$ cat src/sv/decttf_pkg.sv
// decttf_pkg: widths, character codes and shared types of the decimal text parser
// no dependencies; imported by every other file of the block
`default_nettype none

package decttf_pkg;

    localparam int CHAR_W          = 8;
    localparam int VALUE_W         = 64;
    localparam int MANT_W          = 60;
    localparam int PROD_W          = 64;
    localparam int WORK_W          = 128;
    localparam int DIGIT_W         = 4;
    localparam int FCNT_W          = 6;
    localparam int DOWN_W          = 6;
    localparam int DIV_CAP         = 37;
    localparam int FRAC_BITS_DEF   = 24;
    localparam int MANT_DIGITS_DEF = 18;

    localparam logic [CHAR_W-1:0] CH_TAB   = 8'd9;
    localparam logic [CHAR_W-1:0] CH_CR    = 8'd13;
    localparam logic [CHAR_W-1:0] CH_SPACE = 8'd32;
    localparam logic [CHAR_W-1:0] CH_PLUS  = 8'h2b;
    localparam logic [CHAR_W-1:0] CH_MINUS = 8'h2d;
    localparam logic [CHAR_W-1:0] CH_DOT   = 8'h2e;
    localparam logic [CHAR_W-1:0] CH_ZERO  = 8'h30;
    localparam logic [CHAR_W-1:0] CH_NINE  = 8'h39;
    localparam logic [CHAR_W-1:0] CH_LOW_E = 8'h65;
    localparam logic [CHAR_W-1:0] CH_UP_E  = 8'h45;

    typedef struct packed {
        logic               add;
        logic [DIGIT_W-1:0] digit;
    } digit_req_t;

    typedef struct packed {
        logic               negative;
        logic [DIGIT_W-1:0] up;
        logic [DOWN_W-1:0]  down;
    } scale_req_t;

    function automatic logic [PROD_W-1:0] mant_limit(input int digits);
        logic [PROD_W-1:0] p;
        p = 64'd1;
        for (int i = 0; i < digits; i++)
        begin
            p = p * 64'd10;
        end
        return p - 64'd1;
    endfunction

endpackage

`default_nettype wire

$ cat src/sv/decttf_if.sv
// decttf_char_if / decttf_res_if: valid-ready channels of the parser
// depends on decttf_pkg for payload widths
`default_nettype none

interface decttf_char_if import decttf_pkg::*; ();
    logic              valid;
    logic              ready;
    logic [CHAR_W-1:0] char_code;
    logic              last;

    modport source (output valid, output char_code, output last, input ready);
    modport sink   (input valid, input char_code, input last, output ready);
endinterface

interface decttf_res_if import decttf_pkg::*; ();
    logic                      valid;
    logic                      ready;
    logic signed [VALUE_W-1:0] value;
    logic                      overflow;

    modport source (output valid, output value, output overflow, input ready);
    modport sink   (input valid, input value, input overflow, output ready);
endinterface

`default_nettype wire

$ cat src/sv/decimal_text_to_fixed_parser.sv
// decimal_text_to_fixed_parser: top level of the decimal text to fixed point parser
// depends on decttf_pkg, decttf_if, decttf_grammar, decttf_datapath
//
//   port    dir  payload                      role
//   chars   in   char_code[7:0], last         one character per request
//   result  out  value[63:0] signed, overflow one result per string, after last
//
// a non-digit character is taken in the idle state; a digit takes a times-ten add, then
// a limit check; a last character adds the load, up steps on the shared times-ten unit,
// min(down, 37) byte-serial divides by ten and the final stage, up being the positive
// exponent digit and down the fraction digits plus a negative exponent digit
// rst_n clears the parser to its whitespace state; the result register holds a result
// under stall while characters of the next string are still taken, and the final
// stage waits while that result is still unaccepted
`default_nettype none

module decimal_text_to_fixed_parser import decttf_pkg::*;
#(
    parameter int FRAC_BITS   = FRAC_BITS_DEF,
    parameter int MANT_DIGITS = MANT_DIGITS_DEF
)
(
    input  logic          clk,
    input  logic          rst_n,
    decttf_char_if.sink   chars,
    decttf_res_if.source  result
);

    logic       fire;
    logic       ready;
    digit_req_t dig_req;
    scale_req_t scale_req;

    assign fire        = chars.valid && ready;
    assign chars.ready = ready;

    decttf_grammar u_grammar
    (
        .clk       (clk),
        .rst_n     (rst_n),
        .fire      (fire),
        .char_code (chars.char_code),
        .last      (chars.last),
        .dig_req   (dig_req),
        .scale_req (scale_req)
    );

    decttf_datapath #(
        .FRAC_BITS   (FRAC_BITS),
        .MANT_DIGITS (MANT_DIGITS)
    ) u_datapath
    (
        .clk          (clk),
        .rst_n        (rst_n),
        .in_fire      (fire),
        .in_last      (chars.last),
        .dig_req      (dig_req),
        .scale_req    (scale_req),
        .in_ready     (ready),
        .res_valid    (result.valid),
        .res_ready    (result.ready),
        .res_value    (result.value),
        .res_overflow (result.overflow)
    );

endmodule

`default_nettype wire

$ cat src/sv/decttf_mul10.sv
// decttf_mul10: shared times-ten-plus-digit unit of the parser
// depends on decttf_pkg
`default_nettype none

module decttf_mul10 import decttf_pkg::*;
(
    input  logic [WORK_W-1:0]  x,
    input  logic [DIGIT_W-1:0] d,
    output logic [WORK_W-1:0]  y
);

    assign y = (x << 3) + (x << 1) + {{(WORK_W-DIGIT_W){1'b0}}, d};

endmodule

`default_nettype wire

$ cat src/sv/decttf_grammar.sv
// decttf_grammar: character classes and grammar state machine of the parser
// depends on decttf_pkg; feeds digit and scaling requests to decttf_datapath
`default_nettype none

module decttf_grammar import decttf_pkg::*;
(
    input  logic              clk,
    input  logic              rst_n,
    input  logic              fire,
    input  logic [CHAR_W-1:0] char_code,
    input  logic              last,
    output digit_req_t        dig_req,
    output scale_req_t        scale_req
);

    typedef enum logic [5:0] {
        P_SPACE  = 6'b000001,
        P_INT    = 6'b000010,
        P_FRAC   = 6'b000100,
        P_ESIGN  = 6'b001000,
        P_EDIGIT = 6'b010000,
        P_DONE   = 6'b100000
    } phase_t;

    phase_t             phase_reg, phase_next;
    logic               neg_reg, neg_next;
    logic [FCNT_W-1:0]  fcnt_reg, fcnt_next;
    logic               eneg_reg, eneg_next;
    logic [DIGIT_W-1:0] edig_reg, edig_next;

    logic               is_dig;
    logic               is_e;
    logic               is_ws;
    logic [DIGIT_W-1:0] dval;
    logic               add;
    logic [DOWN_W:0]    down_raw;

    assign is_dig = (char_code >= CH_ZERO) && (char_code <= CH_NINE);
    assign is_e   = (char_code == CH_LOW_E) || (char_code == CH_UP_E);
    assign is_ws  = ((char_code >= CH_TAB) && (char_code <= CH_CR)) || (char_code == CH_SPACE);
    assign dval   = is_dig ? DIGIT_W'(char_code - CH_ZERO) : '0;

    always_comb
    begin
        phase_next = phase_reg;
        neg_next   = neg_reg;
        fcnt_next  = fcnt_reg;
        eneg_next  = eneg_reg;
        edig_next  = edig_reg;
        add        = 1'b0;
        unique case (phase_reg)
            P_SPACE:
            begin
                priority if (is_ws)
                begin
                    phase_next = P_SPACE;
                end
                else if (char_code == CH_MINUS)
                begin
                    neg_next   = 1'b1;
                    phase_next = P_INT;
                end
                else if (char_code == CH_PLUS)
                begin
                    phase_next = P_INT;
                end
                else if (is_dig)
                begin
                    add        = 1'b1;
                    phase_next = P_INT;
                end
                else if (char_code == CH_DOT)
                begin
                    phase_next = P_FRAC;
                end
                else if (is_e)
                begin
                    phase_next = P_ESIGN;
                end
                else
                begin
                    phase_next = P_DONE;
                end
            end
            P_INT:
            begin
                priority if (is_dig)
                begin
                    add = 1'b1;
                end
                else if (char_code == CH_DOT)
                begin
                    phase_next = P_FRAC;
                end
                else if (is_e)
                begin
                    phase_next = P_ESIGN;
                end
                else
                begin
                    phase_next = P_DONE;
                end
            end
            P_FRAC:
            begin
                priority if (is_dig)
                begin
                    add = 1'b1;
                    if (fcnt_reg != {FCNT_W{1'b1}})
                    begin
                        fcnt_next = fcnt_reg + 1'b1;
                    end
                end
                else if (is_e)
                begin
                    phase_next = P_ESIGN;
                end
                else
                begin
                    phase_next = P_DONE;
                end
            end
            P_ESIGN:
            begin
                priority if (char_code == CH_MINUS)
                begin
                    eneg_next  = 1'b1;
                    phase_next = P_EDIGIT;
                end
                else if (is_dig)
                begin
                    edig_next  = dval;
                    phase_next = P_DONE;
                end
                else
                begin
                    phase_next = P_DONE;
                end
            end
            P_EDIGIT:
            begin
                if (is_dig)
                begin
                    edig_next = dval;
                end
                phase_next = P_DONE;
            end
            P_DONE:
            begin
                phase_next = P_DONE;
            end
            default:
            begin
                phase_next = P_DONE;
            end
        endcase
    end

    assign dig_req.add   = add;
    assign dig_req.digit = dval;

    // scaling exponents as seen after this character
    assign down_raw = {1'b0, fcnt_next} + {3'b000, (eneg_next ? edig_next : {DIGIT_W{1'b0}})};
    assign scale_req.negative = neg_next;
    assign scale_req.up       = eneg_next ? '0 : edig_next;
    assign scale_req.down     = (down_raw > (DOWN_W+1)'(DIV_CAP)) ? DOWN_W'(DIV_CAP)
                                                                  : down_raw[DOWN_W-1:0];

    always_ff @(posedge clk or negedge rst_n)
    begin
        if (!rst_n)
        begin
            phase_reg <= P_SPACE;
            neg_reg   <= 1'b0;
            fcnt_reg  <= '0;
            eneg_reg  <= 1'b0;
            edig_reg  <= '0;
        end
        else if (fire)
        begin
            if (last)
            begin
                phase_reg <= P_SPACE;
                neg_reg   <= 1'b0;
                fcnt_reg  <= '0;
                eneg_reg  <= 1'b0;
                edig_reg  <= '0;
            end
            else
            begin
                phase_reg <= phase_next;
                neg_reg   <= neg_next;
                fcnt_reg  <= fcnt_next;
                eneg_reg  <= eneg_next;
                edig_reg  <= edig_next;
            end
        end
    end

endmodule

`default_nettype wire

$ cat src/sv/decttf_datapath.sv
// decttf_datapath: mantissa register, scaling sequencer and result register
// depends on decttf_pkg and decttf_mul10
`default_nettype none

module decttf_datapath import decttf_pkg::*;
#(
    parameter int FRAC_BITS   = FRAC_BITS_DEF,
    parameter int MANT_DIGITS = MANT_DIGITS_DEF
)
(
    input  logic                      clk,
    input  logic                      rst_n,
    input  logic                      in_fire,
    input  logic                      in_last,
    input  digit_req_t                dig_req,
    input  scale_req_t                scale_req,
    output logic                      in_ready,
    output logic                      res_valid,
    input  logic                      res_ready,
    output logic signed [VALUE_W-1:0] res_value,
    output logic                      res_overflow
);

    localparam logic [PROD_W-1:0] MANT_LIM = mant_limit(MANT_DIGITS);
    localparam int NBYTES = WORK_W / 8;
    localparam int BCNT_W = $clog2(NBYTES);

    typedef enum logic [5:0] {
        S_IDLE = 6'b000001,
        S_ACC  = 6'b000010,
        S_LOAD = 6'b000100,
        S_MUL  = 6'b001000,
        S_DIV  = 6'b010000,
        S_SAT  = 6'b100000
    } dp_state_t;

    dp_state_t          state_reg, state_next;
    logic [WORK_W-1:0]  w_reg, w_next;
    logic [PROD_W-1:0]  prod_reg, prod_next;
    logic               sat_reg, sat_next;
    logic               pend_reg, pend_next;
    scale_req_t         scale_reg, scale_next;
    logic [DIGIT_W-1:0] up_reg, up_next;
    logic [DOWN_W-1:0]  div_reg, div_next;
    logic [BCNT_W-1:0]  byte_reg, byte_next;
    logic [3:0]         rem_reg, rem_next;

    logic                      rv_reg, rv_next;
    logic signed [VALUE_W-1:0] val_reg, val_next;
    logic                      ovf_reg, ovf_next;

    logic [DIGIT_W-1:0] mul_d;
    logic [WORK_W-1:0]  mul_y;
    logic [11:0]        div_out;
    logic               big;
    logic [VALUE_W-1:0] mag;

    function automatic logic [11:0] div10_byte(input logic [3:0] rem_in,
                                               input logic [7:0] bits_in);
        logic [4:0] r;
        logic [7:0] q;
        r = {1'b0, rem_in};
        q = '0;
        for (int i = 7; i >= 0; i--)
        begin
            r = {r[3:0], bits_in[i]};
            if (r >= 5'd10)
            begin
                r    = r - 5'd10;
                q[i] = 1'b1;
            end
        end
        return {r[3:0], q};
    endfunction

    assign mul_d = (state_reg == S_IDLE) ? dig_req.digit : '0;

    decttf_mul10 u_mul10
    (
        .x (w_reg),
        .d (mul_d),
        .y (mul_y)
    );

    assign div_out = div10_byte(rem_reg, w_reg[WORK_W-1 -: 8]);
    assign mag     = w_reg[VALUE_W-1:0];
    assign big     = (w_reg[WORK_W-1:VALUE_W] != '0) ||
                     (w_reg[VALUE_W-1] &&
                      ((w_reg[VALUE_W-2:0] != '0) || !scale_reg.negative));

    always_comb
    begin
        state_next = state_reg;
        w_next     = w_reg;
        prod_next  = prod_reg;
        sat_next   = sat_reg;
        pend_next  = pend_reg;
        scale_next = scale_reg;
        up_next    = up_reg;
        div_next   = div_reg;
        byte_next  = byte_reg;
        rem_next   = rem_reg;
        rv_next    = rv_reg && !res_ready;
        val_next   = val_reg;
        ovf_next   = ovf_reg;
        unique case (state_reg)
            S_IDLE:
            begin
                if (in_fire)
                begin
                    pend_next = in_last;
                    if (in_last)
                    begin
                        scale_next = scale_req;
                    end
                    if (dig_req.add)
                    begin
                        prod_next  = mul_y[PROD_W-1:0];
                        state_next = S_ACC;
                    end
                    else if (in_last)
                    begin
                        state_next = S_LOAD;
                    end
                end
            end
            S_ACC:
            begin
                if (prod_reg > MANT_LIM)
                begin
                    w_next   = {{(WORK_W-PROD_W){1'b0}}, MANT_LIM};
                    sat_next = 1'b1;
                end
                else
                begin
                    w_next = {{(WORK_W-PROD_W){1'b0}}, prod_reg};
                end
                state_next = pend_reg ? S_LOAD : S_IDLE;
            end
            S_LOAD:
            begin
                w_next     = w_reg << FRAC_BITS;
                up_next    = scale_reg.up;
                div_next   = scale_reg.down;
                byte_next  = '0;
                rem_next   = '0;
                state_next = S_MUL;
            end
            S_MUL:
            begin
                if (up_reg == '0)
                begin
                    state_next = S_DIV;
                end
                else
                begin
                    w_next  = mul_y;
                    up_next = up_reg - 1'b1;
                end
            end
            S_DIV:
            begin
                if (div_reg == '0)
                begin
                    state_next = S_SAT;
                end
                else
                begin
                    w_next    = {w_reg[WORK_W-9:0], div_out[7:0]};
                    byte_next = byte_reg + 1'b1;
                    if (byte_reg == {BCNT_W{1'b1}})
                    begin
                        div_next = div_reg - 1'b1;
                        rem_next = '0;
                    end
                    else
                    begin
                        rem_next = div_out[11:8];
                    end
                end
            end
            S_SAT:
            begin
                if (!rv_reg || res_ready)
                begin
                    rv_next  = 1'b1;
                    ovf_next = big || sat_reg;
                    if (big)
                    begin
                        val_next = scale_reg.negative ? {1'b1, {(VALUE_W-1){1'b0}}}
                                                      : {1'b0, {(VALUE_W-1){1'b1}}};
                    end
                    else
                    begin
                        val_next = scale_reg.negative ? -mag : mag;
                    end
                    w_next     = '0;
                    sat_next   = 1'b0;
                    pend_next  = 1'b0;
                    state_next = S_IDLE;
                end
            end
            default:
            begin
                state_next = S_IDLE;
            end
        endcase
    end

    always_ff @(posedge clk or negedge rst_n)
    begin
        if (!rst_n)
        begin
            state_reg <= S_IDLE;
            w_reg     <= '0;
            sat_reg   <= 1'b0;
            pend_reg  <= 1'b0;
            up_reg    <= '0;
            div_reg   <= '0;
            byte_reg  <= '0;
            rem_reg   <= '0;
            rv_reg    <= 1'b0;
        end
        else
        begin
            state_reg <= state_next;
            w_reg     <= w_next;
            sat_reg   <= sat_next;
            pend_reg  <= pend_next;
            up_reg    <= up_next;
            div_reg   <= div_next;
            byte_reg  <= byte_next;
            rem_reg   <= rem_next;
            rv_reg    <= rv_next;
        end
    end

    always_ff @(posedge clk)
    begin
        prod_reg  <= prod_next;
        scale_reg <= scale_next;
        val_reg   <= val_next;
        ovf_reg   <= ovf_next;
    end

    assign in_ready     = (state_reg == S_IDLE);
    assign res_valid    = rv_reg;
    assign res_value    = val_reg;
    assign res_overflow = ovf_reg;

    a_acc_after_request: assert property (@(posedge clk) disable iff (!rst_n)
        state_reg == S_ACC |-> $past(in_fire))
        else $error("digit check without a preceding request");

    a_idle_mant_range: assert property (@(posedge clk) disable iff (!rst_n)
        state_reg == S_IDLE |-> w_reg <= {{(WORK_W-PROD_W){1'b0}}, MANT_LIM})
        else $error("mantissa above limit while idle");

    a_result_from_sat: assert property (@(posedge clk) disable iff (!rst_n)
        $rose(rv_reg) |-> $past(state_reg == S_SAT))
        else $error("result raised outside final stage");

    a_div_boundary: assert property (@(posedge clk) disable iff (!rst_n)
        (state_reg == S_DIV && div_reg == '0) |-> byte_reg == '0 && rem_reg == '0)
        else $error("division finished mid-word");

endmodule

`default_nettype wire
$ cat src/flat_wrapper.sv
// flat-port wrapper written by rule: the top's interface ports become plain ports
module decimal_text_to_fixed_parser_flat import decttf_pkg::*;
#(
    parameter int FRAC_BITS   = FRAC_BITS_DEF,
    parameter int MANT_DIGITS = MANT_DIGITS_DEF
)
  (clk, rst_n, chars_valid, chars_char_code, chars_last, chars_ready, result_valid, result_value, result_overflow, result_ready);
  decttf_char_if chars_i ();
  decttf_res_if result_i ();
  input  logic clk;
  input  logic rst_n;
  input wire logic [$bits(chars_i.valid)-1:0] chars_valid;
  input wire logic [$bits(chars_i.char_code)-1:0] chars_char_code;
  input wire logic [$bits(chars_i.last)-1:0] chars_last;
  output wire logic [$bits(chars_i.ready)-1:0] chars_ready;
  output wire logic [$bits(result_i.valid)-1:0] result_valid;
  output wire logic [$bits(result_i.value)-1:0] result_value;
  output wire logic [$bits(result_i.overflow)-1:0] result_overflow;
  input wire logic [$bits(result_i.ready)-1:0] result_ready;
  assign chars_i.valid = chars_valid;
  assign chars_i.char_code = chars_char_code;
  assign chars_i.last = chars_last;
  assign chars_ready = chars_i.ready;
  assign result_valid = result_i.valid;
  assign result_value = result_i.value;
  assign result_overflow = result_i.overflow;
  assign result_i.ready = result_ready;
  decimal_text_to_fixed_parser #(.FRAC_BITS(FRAC_BITS), .MANT_DIGITS(MANT_DIGITS)) u_core (.clk(clk), .rst_n(rst_n), .chars(chars_i), .result(result_i));
endmodule
$ cat config.mk
export PLATFORM = sky130hd
export DESIGN_NAME = decimal_text_to_fixed_parser_flat
export DESIGN_NICKNAME = d
export VERILOG_FILES = /design/src/sv/decttf_pkg.sv /design/src/sv/decttf_if.sv /design/src/sv/decimal_text_to_fixed_parser.sv /design/src/sv/decttf_mul10.sv /design/src/sv/decttf_grammar.sv /design/src/sv/decttf_datapath.sv /design/src/flat_wrapper.sv
export SDC_FILE = /design/constraint.sdc
export NUM_CORES = 1
export LEC_CHECK = 0
export BUFFER_PORTS_ARGS = -buffer_cell sky130_fd_sc_hd__buf_4
export CORE_ASPECT_RATIO = 0.6
export CORE_UTILIZATION = 45
export DETAILED_ROUTE_END_ITERATION = 16
export GPL_TIMING_DRIVEN = 0
export PLACE_DENSITY = 0.62
export RECOVER_POWER = 50
export SLEW_MARGIN = 5
export SYNTH_ARGS = -nofsm -noshare
export SYNTH_HDL_FRONTEND = slang
export SYNTH_SLANG_ARGS = --single-unit
$ cat constraint.sdc
create_clock -name clk -period 12.9 [get_ports clk]
set_input_delay 1.29 -clock clk [delete_from_list [all_inputs] [get_ports clk]]
set_output_delay 1.29 -clock clk [all_outputs]
set_load 0.02 [all_outputs]
## Word-level counts from Yosys, hierarchy flattened

Cells that the tools add are included.

| operators by class | value |
|---|---|
| $add $sub $neg | 17 |
| eq/ne operators | 30 |
| order comparisons | 14 |
| multiplexer cells | 83 |
| reductions and logical operators | 35 |

Operators by type and width:

| kind | count |
|---|---|
| $pmux W128 S5 | 1 |
| $mux W128 | 3 |
| $mux W64 | 4 |
| $mux W6 | 22 |
| $add A128 B128 Y128 | 1 |
| $add A128 B4 Y128 | 1 |
| $mux W4 | 18 |
| $gt A64 B60 Y1 const B | 1 |
| $neg A64 Y64 | 1 |
| $reduce_bool A64 Y1 | 1 |
| $reduce_bool A63 Y1 | 1 |
| $ge A5 B4 Y1 const B | 8 |
| $pmux W6 S6 | 1 |
| $eq A8 B6 Y1 const B | 4 |
| $pmux W4 S2 | 4 |
| $sub A4 B4 Y4 const B | 8 |
| $mux W1 | 24 |
| $pmux W6 S4 | 1 |
| $reduce_and A3 Y1 | 6 |
| $eq A8 B7 Y1 const B | 2 |
| $ne A2 B2 Y1 const B | 7 |
| $eq A6 B1 Y1 const B | 2 |
| $eq A6 B2 Y1 const B | 2 |
| $eq A6 B3 Y1 const B | 2 |
| other kinds (31) | 54 |

| storage, ports and cells | value |
|---|---|
| register bits after elaboration | 313 |
| output and inout bits | 67 |

## Depth between registers and ports, before layout

| logic depth | value |
|---|---|
| depth in word-level cells | 19 |
| mapped depth | 46 |
| mapped depth without buffers | 44 |

## By module

Synthesis repeated with hierarchy kept, for this count alone.

| unflattened totals | value |
|---|---|
| cell total of the unflattened synthesis | 3289 |
| area, all modules | 27676.5 sq um |

Modules (own cells, without submodules):

| module | area an instance (sq um) | times used | cells an instance |
|---|---|---|---|
| decttf_datapath | 15643.8 | 1 | 1587 |
| decttf_mul10 | 10306.1 | 1 | 1489 |
| decttf_grammar | 1720.4 | 1 | 212 |
| decimal_text_to_fixed_parser | 6.3 | 1 | 1 |

## Worst setup path before layout

OpenSTA, ideal clock, no wires.

| path | value |
|---|---|
| kind | reg-to-reg |
| from | register u_core.u_datapath.rem_reg[0] |
| to | register u_core.u_datapath.rem_reg[2] |
| library setup time | 0.104 ns |
| slack | 4.916 ns |
| arrival | 7.880 ns |
| required time | 12.796 ns |
| stages on the path, launching flop included | 47 |
| cell sequence | dfrtp_1 inv_1 ha_1 nor2b_1 nor3_1 or2_2 ha_1 or3b_1 a31o_1 a21o_1 and2_1 nand2_1 ha_1 buf_1 nand3_1 o32ai_4 xnor2_1 ha_1 [11 not listed] inv_1 ha_1 clkbuf_1 inv_1 nand2_1 o32ai_1 nor3_1 ha_1 nand2_1 a41o_1 o22ai_1 a221oi_1 ha_1 nor2_1 nor2_1 a221oi_2 a21oi_1 o311ai_1 |

| on the way | value |
|---|---|
| cells in the longest elaborated chain, start to end | 19 |
| elaborated cells on any way between the ends | 27 |

Ends and longest elaborated chain:

| element | RTL line | text |
|---|---|---|
| start, declared | decttf_datapath.sv:46 | `logic [3:0] rem_reg, rem_next;` |
| start signal, assigned | decttf_datapath.sv:233 | `rem_reg <= rem_next;` |
| $sub A4 B4 Y4 / $ge A5 B4 Y1 (equally long branches) | decttf_datapath.sv:69, decttf_datapath.sv:67 |  |
| $mux W4 (*) | decttf_datapath.sv:67 | `if (r >= 5'd10)` |
| $sub A4 B4 Y4 / $ge A5 B4 Y1 (equally long branches) | decttf_datapath.sv:69, decttf_datapath.sv:67 |  |
| $mux W4 (*) | decttf_datapath.sv:67 |  |
| $sub A4 B4 Y4 / $ge A5 B4 Y1 (equally long branches) | decttf_datapath.sv:69, decttf_datapath.sv:67 |  |
| $mux W4 (*) | decttf_datapath.sv:67 |  |
| $ge A5 B4 Y1 / $sub A4 B4 Y4 (equally long branches) | decttf_datapath.sv:67, decttf_datapath.sv:69 |  |
| $mux W4 (*) | decttf_datapath.sv:67 |  |
| [3 not listed] | n/a |  |
| $mux W4 (*) | decttf_datapath.sv:67 |  |
| $ge A5 B4 Y1 / $sub A4 B4 Y4 (equally long branches) | decttf_datapath.sv:67, decttf_datapath.sv:69 |  |
| $mux W4 (*) | decttf_datapath.sv:67 |  |
| $sub A4 B4 Y4 / $ge A5 B4 Y1 (equally long branches) | decttf_datapath.sv:69, decttf_datapath.sv:67 |  |
| $mux W4 (*) | decttf_datapath.sv:67 |  |
| $mux W4 (*) | decttf_datapath.sv:171 | `if (byte_reg == {BCNT_W{1'b1}})` |
| $mux W4 (*) | decttf_datapath.sv:163 | `if (div_reg == '0)` |
| $pmux W4 S2 (*) | decttf_datapath.sv:106 | `unique case (state_reg)` |

Mark *: on every way between the ends. The rest lies on a longest branch, timed or not. The select of a mux whose other input is x is not followed.
A chain may end at the register's enable or synchronous reset.

## Final worst setup path

Same ends and word-level chain as after synthesis.

==> results_tabular.tex <==
\begin{tabular}{lr}
\hline
Metric & Value \\
\hline
\multicolumn{2}{l}{\textbf{Status}} \\
Violated checks & capacitance limit, slew limit \\
Status & finished, violations left \\
\multicolumn{2}{l}{\textbf{Drt}} \\
DRC violation count after routing & 0 \\
Post-detailed-routing wire length & 107 mm \\
ANT nets after route & 0 \\
Pre-Repair DR Iteration Count & 9 \\
Routed len/inst & 27.3 µm \\
Via density per instance & 6.79 \\
Drt first-iter violations & 3996 \\
Total via count after detailed routing & 26600 \\
\multicolumn{2}{l}{\textbf{Clocking}} \\
CTS resizes & 0 \\
Sinks on the clock net & 313 \\
Hold\_buf cts & 0 \\
Max Buffers Root-to-Sink & 3 \\
Clock transition at the registers of the reported paths & 0.06 ns \\
Clock buffers created by TritonCTS & 34 \\
Clock Latency Late Sink & 0.59 ns \\
CTS Root Cell & sky130\_fd\_sc\_hd\_\_clkbuf\_16 \\
Setup Fix Bufs, Post-CTS & 0 \\
TritonCTS clock tree & built \\
H-tree level count & 2 \\
\multicolumn{2}{l}{\textbf{Timing}} \\
Count of final hold-check violations & 0 \\
Clock Skew & 0.0386 ns \\
Final setup violation count & 0 \\
Final sum of negative setup slack & 0 ns \\
Final worst-path cycle share & 0.769 \\
Rel. slew slack & -2.63 \\
Setup repair after global routing missed its margin & false \\
Clock period minus final worst setup slack & 9.92 ns \\
Worst hold margin & 0.506 ns \\
Final setup margin & 2.98 ns \\
Transition time at the pin with the least slew margin & 5.45 ns \\
Final count of pins violating max slew & 229 \\
Fmax & 0.101 GHz \\
\multicolumn{2}{l}{\textbf{Place}} \\
Dpl hpwl & 84.1 mm \\
Global placer's final weighted congestion & 1.03 \\
Post-detailed-placement cell area & 27900 µm² \\
Post-place setup slack & 3.24 ns \\
Number of port buffers & 76 \\
\multicolumn{2}{l}{\textbf{Logic synthesis}} \\
Share of the synthesized area in the top cell type & 0.163 \\
Count of different cell masters after synthesis & 98 \\
Register area share after synthesis & 0.325 \\
Net count after synthesis & 3289 \\
Mean instance size in the synthesized netlist & 8.75 µm² \\
Post-synth top flop & sky130\_fd\_sc\_hd\_\_dfrtp\_1 \\
Number of flops mapped to enable cells by yosys & 140 \\
FF+latch count, synth & 313 \\
Netlist area before placement & 26300 µm² \\
Cell type with the largest total area after synthesis & sky130\_fd\_sc\_hd\_\_dfrtp\_1 \\
Async set-reset flop share out of synthesis & 0.553 \\
Count of mapped cells out of synthesis & 3005 \\
Dominant cells by area after synthesis & sky130\_fd\_sc\_hd\_\_dfrtp\_1, sky130\_fd\_sc\_hd\_\_edfxtp\_1, sky130\_fd\_sc\_hd\_\_ha\_1 \\
YS warnings & 0 \\
\multicolumn{2}{l}{\textbf{Worst setup path}} \\
Endpoint of the worst-slack reg-to-reg timing path & u\_core.u\_datapath.rem\_reg[2] \\
Critical Path Start & u\_core.u\_datapath.rem\_reg[0] \\
R2r startpoint & u\_core.u\_datapath.rem\_reg[0] \\
Worst Path Arrival & 10.40 ns \\
Cell with the biggest individual delay on the critical path & sky130\_fd\_sc\_hd\_\_nor3\_1 \\
Cell repeated most along the worst path & sky130\_fd\_sc\_hd\_\_ha\_1 \\
Worst stage delay on the critical path & 0.50 ns \\
Critical Path Source Type & flip-flop \\
Required time worst endpoint & 13.38 ns \\
Flop2flop setup slack & 2.98 ns \\
Critical path start-end classification & flip-flop to flip-flop \\
Crit path capture type & flip-flop \\
Endpoint of the most critical setup path & u\_core.u\_datapath.rem\_reg[2] \\
Number of cell instances on the worst register-to-register path & 46 \\
Largest fanout on the critical path & 9 \\
\multicolumn{2}{l}{\textbf{Power}} \\
Total power density per cell area & 269 nW/µm² \\
Maximum VDD drop & 0.306 mV \\
Leakage & 12.3 nW \\
\multicolumn{2}{l}{\textbf{Floorplan}} \\
CORE AREA & 57600 µm² \\
Ports & 80 \\
Initial standard-cell utilization of the core & 0.456 \\
Vertical die dimension & 189 µm \\
Total Die Area & 59400 µm² \\
Die Span X & 314 µm \\
Cell row count & 68 \\
\multicolumn{2}{l}{\textbf{Worst hold path}} \\
WHS Path Cells & 2 \\
Hold WC Path Type & flip-flop to flip-flop \\
Worst min-delay path startpoint & u\_core.u\_datapath.pend\_reg \\
\multicolumn{2}{l}{\textbf{GRT}} \\
First-pass GRT wire length & 158 mm \\
Pin count of the biggest net entering global routing & 95 \\
Via count of the first global-routing pass & 24100 \\
Antenna violations before repair & 0 \\
Overall Global Routing Usage & 0.354 \\
Residual overflow from global routing & 0 \\
\multicolumn{2}{l}{\textbf{Finish}} \\
Post-Layout Inst Area & 28700 µm² \\
Synthesis-to-layout area growth & 9.18\% \\
Fraction of final layout cells with drive strength greater than 1 & 0.0397 \\
Fill cell count & 5487 \\
Number of flip-flops in the largest register & 128 \\
Final net count & 3405 \\
\multicolumn{2}{l}{\textbf{Run}} \\
Max\_cap viols & 4 \\
\hline
\end{tabular}
worst min-delay path by stage:
stage / to / slack (ns)
6_report: u_core.u_datapath.pend_reg / 0.51
5_1_grt: u_core.u_grammar.edig_reg[0] / 0.51
4_1_cts: u_core.u_grammar.edig_reg[2] / 0.50
3_5_place_dp: u_core.u_grammar.edig_reg[2] / 0.48
3_3_place_gp: u_core.u_grammar.edig_reg[2] / 0.47
2_1_floorplan: u_core.u_datapath.up_reg[0] / 0.44
synth_stat cells (14+ instances only):
cell type                    n
sky130_fd_sc_hd__xnor2_1    82
sky130_fd_sc_hd__o221ai_1   33
sky130_fd_sc_hd__and2_1     19
sky130_fd_sc_hd__a221oi_1   16
sky130_fd_sc_hd__a221o_1    39
sky130_fd_sc_hd__a222oi_1   40
sky130_fd_sc_hd__buf_2      14
sky130_fd_sc_hd__o311ai_0   38
sky130_fd_sc_hd__nand4_1    49
sky130_fd_sc_hd__a22o_1     16
sky130_fd_sc_hd__a21oi_1   224
sky130_fd_sc_hd__o211ai_1   21
sky130_fd_sc_hd__nand2b_1   23
sky130_fd_sc_hd__o211a_1    19
sky130_fd_sc_hd__a31oi_1    26
sky130_fd_sc_hd__o21a_1     16
sky130_fd_sc_hd__or3_1      26
sky130_fd_sc_hd__ha_1      268
sky130_fd_sc_hd__a21o_1    108
sky130_fd_sc_hd__and3_1     24
sky130_fd_sc_hd__nor4_1     39
sky130_fd_sc_hd__edfxtp_1  140
sky130_fd_sc_hd__o21bai_1   30
sky130_fd_sc_hd__nand2_1   318
sky130_fd_sc_hd__inv_1      78
sky130_fd_sc_hd__nor2_1    156
sky130_fd_sc_hd__o21ai_0   274
sky130_fd_sc_hd__a22oi_1    48
sky130_fd_sc_hd__dfrtp_1   171
sky130_fd_sc_hd__or2_2      15
sky130_fd_sc_hd__nor3_1     69
sky130_fd_sc_hd__or4_1      15
sky130_fd_sc_hd__clkbuf_1  175
sky130_fd_sc_hd__a211oi_1   18
sky130_fd_sc_hd__a21boi_0   16
sky130_fd_sc_hd__nor2b_1    42
sky130_fd_sc_hd__xor2_1     47
sky130_fd_sc_hd__o31ai_1    29
sky130_fd_sc_hd__nand3_1    53
worst max-delay path, delay by kind of cell (launching register included):
kind	cells	cell delay, ns
fa+ha+maj	8	1.91
compound gates	16	3.38
simple gates	14	2.71
flops	1	0.41
xor+xnor	2	0.45
buf+inv	6	0.96
placed cells by master (no fill, tap or decap), types with 17 or more instances in the layout:
master and count:
sky130_fd_sc_hd__clkbuf_16 35, sky130_fd_sc_hd__xor2_1 47, sky130_fd_sc_hd__o31ai_1 29, sky130_fd_sc_hd__dfrtp_1 171, sky130_fd_sc_hd__nand2b_1 23, sky130_fd_sc_hd__and2_1 17
sky130_fd_sc_hd__or3_1 26, sky130_fd_sc_hd__a22oi_1 48, sky130_fd_sc_hd__o221ai_1 33, sky130_fd_sc_hd__ha_1 268, sky130_fd_sc_hd__a221o_1 39, sky130_fd_sc_hd__o21bai_1 30
sky130_fd_sc_hd__a211oi_1 18, sky130_fd_sc_hd__edfxtp_1 140, sky130_fd_sc_hd__o21ai_0 276, sky130_fd_sc_hd__o211a_1 19, sky130_fd_sc_hd__clkbuf_1 251, sky130_fd_sc_hd__o211ai_1 21
sky130_fd_sc_hd__nor3_1 69, sky130_fd_sc_hd__nand2_1 318, sky130_fd_sc_hd__inv_1 78, sky130_fd_sc_hd__nor2b_1 42, sky130_fd_sc_hd__nor2_1 156, sky130_fd_sc_hd__a31oi_1 26
sky130_fd_sc_hd__nand4_1 49, sky130_fd_sc_hd__nand3_1 53, sky130_fd_sc_hd__a21o_1 108, sky130_fd_sc_hd__a222oi_1 40, sky130_fd_sc_hd__and3_1 24, sky130_fd_sc_hd__o311ai_0 37
sky130_fd_sc_hd__nor4_1 39, sky130_fd_sc_hd__a21oi_1 224, sky130_fd_sc_hd__xnor2_1 82
metal layers:
metal,global-route usage,wire (µm)
met1,0.582,52600
met2,0.426,37800
met3,0.123,15400
met4,0.0488,1200
met5,0.0203,161
logic make-up after synthesis:
group / after synthesis / synth area share
DFF: 313 / 0.325
and+or+nand+nor: 907 / 0.172
xor gates and xnor gates: 129 / 0.0430
muxes: 12 / 0.00543
adders and majority gates: 271 / 0.130
buffers and inverters: 277 / 0.0407
AOI/OAI and AO/OA: 1096 / 0.285
metrics by stage:
step	utilization	total power, W	std cells
6_report	0.498	0.00770	3918
5_1_grt	0.498	0.00812	3917
4_1_cts	0.503	0.00750	3917
3_5_place_dp	0.484	0.00647	3855
3_3_place_gp	0.483	0.00636	3851
2_1_floorplan	-	0.00482	3005
where the power goes:
part           internal, W  switching (W)
logic              0.00158        0.00336
clock network     0.000553       0.000459
registers          0.00137       0.000371
cell type report:
cell class                      count  area [µm²]  area share
Tap cell                          770         963      0.0336
Sequential cell                   313        8540       0.297
Clock inverter                     19         165     0.00576
Inverter                           78         293      0.0102
Buffer                            199         776      0.0270
Clock buffer                       43         926      0.0323
Antenna cell                        1        2.50   0.0000872
Timing Repair Buffer               80         355      0.0124
Multi-Input combinational cell   2415       16700       0.581
Power figures use the tool's default switching activity.
